`config.mk`:
```
export PLATFORM = sky130hd
export DESIGN_NAME = fixed_name_wildcard_matcher_top
export DESIGN_NICKNAME = d
export VERILOG_FILES = /design/src/rtl/fnwm_pkg.sv /design/src/rtl/fixed_name_wildcard_matcher_top.sv /design/src/rtl/fnwm_cell.sv
export SDC_FILE = /design/constraint.sdc
export NUM_CORES = 1
export LEC_CHECK = 0
export BUFFER_PORTS_ARGS = -buffer_cell sky130_fd_sc_hd__buf_2
export CAP_MARGIN = 20
export CELL_PAD_IN_SITES_DETAIL_PLACEMENT = 0
export CELL_PAD_IN_SITES_GLOBAL_PLACEMENT = 1
export CORE_MARGIN = 2
export CORE_UTILIZATION = 53
export CTS_BUF_LIST = sky130_fd_sc_hd__clkbuf_8
export CTS_CLUSTER_SIZE = 16
export DETAILED_ROUTE_END_ITERATION = 8
export PLACE_DENSITY_LB_ADDON = 0.2
export SETUP_SLACK_MARGIN = 0.3
export SYNTH_ARGS = -nofsm -noshare
export SYNTH_HDL_FRONTEND = slang
export SYNTH_SLANG_ARGS = --single-unit
```
`constraint.sdc`:
```
create_clock -name clk -period 6.6 [get_ports clk]
set_input_delay 0.33 -clock clk [delete_from_list [all_inputs] [get_ports clk]]
set_output_delay 0.33 -clock clk [all_outputs]
set_load 0.005 [all_outputs]
```
`src/rtl/fnwm_pkg.sv`:
```
// Shared types and constants for the fixed-length filename wildcard matcher.
// No dependencies; used by fnwm_cell, the top level and the checker.
package fnwm_pkg;

    // Name and pattern geometry
    localparam int NAME_LEN    = 12;
    localparam int PATTERN_MAX = 16;
    localparam int NUM_POS     = PATTERN_MAX + 1;    // pattern positions incl. end position
    localparam int POS_W       = $clog2(NUM_POS);
    localparam int CNT_W       = 4;
    localparam int CFG_W       = 64;
    localparam int LEN_W       = 5;

    localparam logic [CNT_W-1:0] LAST_BYTE = CNT_W'(NAME_LEN - 1);

    // Special pattern and name bytes
    localparam logic [7:0] STAR_BYTE  = 8'h2A;
    localparam logic [7:0] ANY_BYTE   = 8'h3F;
    localparam logic [7:0] SPACE_BYTE = 8'h20;
    localparam logic [7:0] NUL_BYTE   = 8'h00;

    // Configuration register indexes
    typedef enum logic [1:0] {
        CFG_PAT_LO  = 2'd0,
        CFG_PAT_HI  = 2'd1,
        CFG_PAT_LEN = 2'd2
    } cfg_index_t;

    // Static control of one cell
    typedef struct packed {
        logic in_use;    // position lies inside the pattern
        logic is_end;    // position is the pattern end
        logic init_val;  // active value after reset and at name start
        logic restart;   // last byte of a name: reload init value
    } cell_ctrl_t;

    // Data handed from one cell to its right neighbor
    typedef struct packed {
        logic cur;   // live star passes liveness on this byte
        logic adv;   // byte matched, next position becomes live
        logic fin;   // live star passes liveness in the final closure
    } cell_link_t;

endpackage

```
`src/rtl/fixed_name_wildcard_matcher_top.sv`:
```
// The decision is registered on matched in the cycle after the last name byte is accepted.
// Throughput: one name byte per cycle through a single pass of the 17-cell chain;
// a request is refused only on the last byte of a name while a result waits.
// Reset (async, active low): pattern registers and length cleared, position
// zero active, byte count and early accept cleared, no result pending.
// Depends on fnwm_pkg and fnwm_cell.
module fixed_name_wildcard_matcher_top (
    input  logic                        clk,
    input  logic                        rst_n,
    // Configuration write port
    input  logic                        cfg_write_en,
    input  logic [1:0]                  cfg_index,
    input  logic [fnwm_pkg::CFG_W-1:0]  cfg_data,
    // Name byte channel
    input  logic                        in_valid,
    output logic                        in_ready,
    input  logic [7:0]                  name_byte,
    // Result channel
    output logic                        out_valid,
    input  logic                        out_ready,
    output logic                        matched
);

    logic [fnwm_pkg::CFG_W-1:0] pat_lo_reg;
    logic [fnwm_pkg::CFG_W-1:0] pat_hi_reg;
    logic [fnwm_pkg::LEN_W-1:0] pat_len_reg;

    logic [fnwm_pkg::CNT_W-1:0] cnt_reg;
    logic [fnwm_pkg::CNT_W-1:0] cnt_next;
    logic                       early_reg;
    logic                       early_next;
    logic                       out_valid_reg;
    logic                       out_valid_next;
    logic                       matched_reg;
    logic                       matched_next;

    logic [fnwm_pkg::LEN_W-1:0] len;
    logic                       step;
    logic                       last;
    logic                       acc;
    logic                       done;

    logic [7:0]                 pat [fnwm_pkg::NUM_POS];
    fnwm_pkg::cell_ctrl_t       ctrl [fnwm_pkg::NUM_POS];
    fnwm_pkg::cell_link_t       link [fnwm_pkg::NUM_POS];
    logic [fnwm_pkg::NUM_POS-1:0] zero_vec;
    logic [fnwm_pkg::NUM_POS-1:0] end_vec;

    // Configuration registers
    always_ff @(posedge clk or negedge rst_n)
    begin
        if (!rst_n)
        begin
            pat_lo_reg  <= '0;
            pat_hi_reg  <= '0;
            pat_len_reg <= '0;
        end
        else if (cfg_write_en)
        begin
            case (cfg_index)
                fnwm_pkg::CFG_PAT_LO:  pat_lo_reg  <= cfg_data;
                fnwm_pkg::CFG_PAT_HI:  pat_hi_reg  <= cfg_data;
                fnwm_pkg::CFG_PAT_LEN: pat_len_reg <= cfg_data[fnwm_pkg::LEN_W-1:0];
                default: ;
            endcase
        end
    end

    // Effective pattern length, clamped to the maximum
    assign len = (pat_len_reg > fnwm_pkg::LEN_W'(fnwm_pkg::PATTERN_MAX)) ?
                 fnwm_pkg::LEN_W'(fnwm_pkg::PATTERN_MAX) : pat_len_reg;

    // Handshake: hold off only when this byte would produce a result that cannot be stored
    assign last     = (cnt_reg == fnwm_pkg::LAST_BYTE);
    assign in_ready = ~out_valid_reg | out_ready | ~last;
    assign step     = in_valid & in_ready;

    // Cell chain
    genvar p;
    generate
        for (p = 0; p < fnwm_pkg::NUM_POS; p++)
        begin : g_cell
            fnwm_pkg::cell_link_t link_in;

            if (p < 8)
            begin : g_lo
                assign pat[p] = pat_lo_reg[8*p +: 8];
            end
            else if (p < fnwm_pkg::PATTERN_MAX)
            begin : g_hi
                assign pat[p] = pat_hi_reg[8*(p-8) +: 8];
            end
            else
            begin : g_end
                assign pat[p] = fnwm_pkg::NUL_BYTE;
            end

            if (p == 0)
            begin : g_first
                assign link_in = '0;
            end
            else
            begin : g_next
                assign link_in = link[p-1];
            end

            assign ctrl[p].in_use   = (fnwm_pkg::LEN_W'(p) < len);
            assign ctrl[p].is_end   = (fnwm_pkg::LEN_W'(p) == len);
            assign ctrl[p].init_val = (p == 0);
            assign ctrl[p].restart  = last;

            fnwm_cell u_cell (
                .clk        (clk),
                .rst_n      (rst_n),
                .step       (step),
                .ctrl       (ctrl[p]),
                .pat_byte   (pat[p]),
                .name_byte  (name_byte),
                .link_in    (link_in),
                .link_out   (link[p]),
                .accept_zero(zero_vec[p]),
                .end_hit    (end_vec[p])
            );
        end
    endgenerate

    // Decision for this byte
    assign acc  = early_reg | (|zero_vec);
    assign done = acc | (|end_vec);

    // Byte count, early accept and result register
    always_comb
    begin
        cnt_next       = cnt_reg;
        early_next     = early_reg;
        out_valid_next = out_valid_reg & ~out_ready;
        matched_next   = matched_reg;
        if (step)
        begin
            if (last)
            begin
                cnt_next       = '0;
                early_next     = 1'b0;
                out_valid_next = 1'b1;
                matched_next   = done;
            end
            else
            begin
                cnt_next   = cnt_reg + 1'b1;
                early_next = acc;
            end
        end
    end

    always_ff @(posedge clk or negedge rst_n)
    begin
        if (!rst_n)
        begin
            cnt_reg       <= '0;
            early_reg     <= 1'b0;
            out_valid_reg <= 1'b0;
        end
        else
        begin
            cnt_reg       <= cnt_next;
            early_reg     <= early_next;
            out_valid_reg <= out_valid_next;
        end
    end

    always_ff @(posedge clk)
    begin
        matched_reg <= matched_next;
    end

    assign out_valid = out_valid_reg;
    assign matched   = matched_reg;

endmodule

```
`src/rtl/fnwm_cell.sv`:
```
// One pattern position of the matcher chain: holds its active bit and passes
// star ripple and match advance to the next position. Depends on fnwm_pkg.
module fnwm_cell (
    input  logic                clk,
    input  logic                rst_n,
    input  logic                step,
    input  fnwm_pkg::cell_ctrl_t ctrl,
    input  logic [7:0]          pat_byte,
    input  logic [7:0]          name_byte,
    input  fnwm_pkg::cell_link_t link_in,
    output fnwm_pkg::cell_link_t link_out,
    output logic                accept_zero,
    output logic                end_hit
);

    logic active_reg;
    logic active_next;
    logic kept;
    logic cur;
    logic is_star;
    logic stay;
    logic end_live;
    logic nxt;
    logic fin;

    // Live set for this byte, with star ripple from the left
    assign kept    = active_reg & (ctrl.in_use | ctrl.is_end);
    assign cur     = kept | link_in.cur;
    assign is_star = (pat_byte == fnwm_pkg::STAR_BYTE);
    assign stay    = ctrl.in_use & cur & is_star;

    // Hand-off to the right neighbor
    assign link_out.cur = stay;
    assign link_out.adv = ctrl.in_use & cur & ~is_star &
                          ((pat_byte == fnwm_pkg::ANY_BYTE) | (pat_byte == name_byte));
    assign link_out.fin = fin & is_star & ctrl.in_use;

    // End position: space keeps alive, zero accepts at once
    assign end_live    = ctrl.is_end & cur;
    assign accept_zero = end_live & (name_byte == fnwm_pkg::NUL_BYTE);

    assign nxt     = stay | link_in.adv | (end_live & (name_byte == fnwm_pkg::SPACE_BYTE));
    // Final star closure over the next set, used on the last byte
    assign fin     = nxt | link_in.fin;
    assign end_hit = fin & ctrl.is_end;

    always_comb
    begin
        active_next = active_reg;
        if (step)
        begin
            active_next = ctrl.restart ? ctrl.init_val : nxt;
        end
    end

    always_ff @(posedge clk or negedge rst_n)
    begin
        if (!rst_n)
        begin
            active_reg <= ctrl.init_val;
        end
        else
        begin
            active_reg <= active_next;
        end
    end

endmodule

```
==> metrics.md <==
| Metric | Value |
|---|---|
| Antenna Violating Nets Remaining | 0 |
| Critical Path AT | 4730 ps |
| Grt ovf | 0 |
| # clock sinks | 157 |
| Buf+Inv Stages, Crit Path | 0 |
| GP Congestion | 1.04 |
| Via count | 8524 |
| Worst-path maximum fanout | 25 |
| Worst hold path type | in -> reg |
| Period utilization | 0.683 |
| Initial Util | 0.538 |
| CTS tree | built |
| N_diodes | 0 |
| Via density per instance | 6.41 |
| CTS Hold Bufs | 1 |
| Worst setup margin | 2090 ps |
| DRC viols | 0 |
| Clock slew at reported path FFs | 90 ps |
| Post-synth EDFFs | 1 |
| Clock tree buffer depth | 2 |
| Power Density | 253 mW/mm^2 |
| CP Launch Type | flip-flop |
| Die height | 142 um |
| Rows | 50 |
| Critical path class | reg -> reg |
| Pin count of the biggest net entering global routing | 86 |
| Pre-CTS setup slack | 2180 ps |
| Crit path largest cell delay | 750 ps |
| Antenna violations before repair | 0 |
| H-tree Lvls | 4 |
| Max-cap viol count | 0 |
| Ys flop type | dfrtp_1 |
| Utilization after layout | 0.591 |
| Top-area cell type share of the netlist area | 0.385 |
| Post-CTS setup buffer count | 0 |
| DPL Wire Length | 22100 um |
| Family with the most delay on the worst path | simple AND/OR/NAND/NOR gates |
| Crit end category | flip-flop |
| Crit path cell chain | or2_1 > nor2_1 > o31ai_1 > o31ai_2 > a21oi_1 > o21ai_1 > nand3_1 > a31oi_1 > o2111ai_1 > or4_1 > or3b_1 |
| Final hold viol count | 0 |
| Max Freq | 0.222 GHz |
| Synthesis-stage register bit count | 157 |
| Largest cells by area after synthesis | dfrtp_1, mux2_2, xnor2_1 |
| CORE AREA | 0.0187 mm^2 |
| Mapped cell area | 0.0101 mm^2 |
| Peak VDD IR | 0.195 mV |
| Sequential-to-total area share from yosys stat | 0.391 |
| Count leader, synth | dfrtp_1 |
| Syn Inst Count | 1017 |
| Syn avg cell area | 9.90 um^2 |
| Layout Nets | 1162 |
| Cts repair resizes | 0 |
| Cts bufs inserted | 17 |
| Max-Slew Margin vs Limit | 0.291 |
| First-pass GRT wire length | 47800 um |
| Fraction of registers with async set/reset | 0.994 |
| Ports | 82 |
| Run status | completed |
| Critical path data required time | 6820 ps |
| Final period demand of the worst path | 4510 ps |
| # setup viols final | 0 |
| Synth top cells by count | dfrtp_1, mux2_2, xnor2_1 |
| Die Wd | 142 um |
| Pins Over Slew Limit | 0 |
| Final wirelength | 30800 um |
| Drt pass-1 iters | 7 |
| Clock root buffer master | clkbuf_8 |
| TNS Setup | 0 ps |
| Leakage | 4.21 nW |
| Clock Skew | 18.9 ps |
| Fraction of layout cells with a size suffix above 1 | 0.256 |
| Dominant cell type by area after synthesis | dfrtp_1 |
| Number of port buffers | 81 |
| Slowest CP cell | dfrtp_1 |
| Drt wl/cell | 23.2 um |
| Die Area | 0.0201 mm^2 |
| Initial DRC count | 662 |
| Post-synth net total | 1097 |
| Vias in the first global route | 8213 |
| Worst-Skew Late Latency | 480 ps |
| Yosys warns | 0 |
| Worst-Margin Slew | 1060 ps |
| RSZ-0062 raised after global routing | false |
| Area delta synth->final | 9.83% |
| Global Route Usage Sum | 0.315 |
| Synth cell types | 87 |
## worst paths after layout
path / start / endpoint / slack, ps / depth (start not counted)
max in group asynchronous: rst_n / g_cell[1].u_cell.active_reg / 4740 / 3
setup reg to reg: pat_len_reg[4] / matched / 2090 / 11
setup / recovery: pat_len_reg[4] / matched / 2090 / 11
min in group asynchronous: rst_n / pat_hi_reg[54] / 450 / 2
hold / removal: out_ready / out_valid / 50 / 2
hold reg to reg: g_cell[15].u_cell.active_reg / g_cell[15].u_cell.active_reg / 500 / 1
## layout make-up
| cell class | instances | area [um^2] |
|---|---|---|
| inverters | 16 | 60.1 |
| clock inverters | 15 | 179 |
| well taps | 234 | 293 |
| fillers | 1615 | 7650 |
| flip-flops and latches | 157 | 3940 |
| multi-input cells | 795 | 5840 |
| clock buffers | 17 | 234 |
| repair buffers | 95 | 519 |
## worst reg2reg max path: stages, from the launching register on
cell       delay, ps
dfrtp_1          750
or2_1            530
nor2_1           300
o31ai_1          150
o31ai_2          500
a21oi_1          190
o21ai_1          320
nand3_1          150
a31oi_1          320
o2111ai_1        160
or4_1            520
or3b_1           370
## layer usage
metal,routed length [um],GRT usage
met1,13900,0.443
met2,13900,0.488
met3,2250,0.0672
met4,720,0.0984
met5,0,0
## kinds of logic (layout without fill, tap and decap cells)
| group | count (synthesis) | in the layout | share of synthesized area |
|---|---|---|---|
| AO/OA/AOI/OAI | 204 | 204 | 0.140 |
| XOR/XNOR | 128 | 128 | 0.111 |
| adder cells (fa/ha/maj) | 1 | 1 | 0.00124 |
| buffers and inverters | 65 | 143 | 0.0298 |
| flip-flops | 157 | 157 | 0.391 |
| multiplexers | 130 | 130 | 0.145 |
| AND/OR/NAND/NOR | 332 | 332 | 0.182 |
## metrics by stage
stage	power [W]	std cells	cell area [um^2]	hold slack [ps]
after floorplan	0.00182	1017	10100	34.4
after global placement	0.00201	1296	10600	442
after detailed placement	0.00203	1296	10600	450
after CTS	0.00280	1329	11100	41.1
after global routing	0.00293	1329	11100	40.6
final	0.00279	1329	11100	52.2
## layout by cell type, fill, tap and decap left out, types with 8 or more instances in the layout
master,count
nor4b_1,8
a31oi_1,8
nand2_1,72
and3_1,9
or3_1,8
buf_2,80
nor3_1,24
xor2_1,24
o21ai_0,57
nor2_1,55
nand3b_1,8
inv_1,17
clkbuf_8,17
nand2b_1,8
xnor2_1,104
nand3_1,28
nor4_1,17
a21oi_1,37
mux2_2,130
dfrtp_1,155
nand4_1,35
buf_4,13
## report_power, final
part	leakage, nW	switching [W]	internal (W)	total (W)
clock	0.211	0.000426	0.000350	0.000776
sequential	1.89	0.000248	0.00113	0.00138
combinational	2.11	0.000305	0.000337	0.000642
No activity file was read; power rests on OpenSTA's default activity.
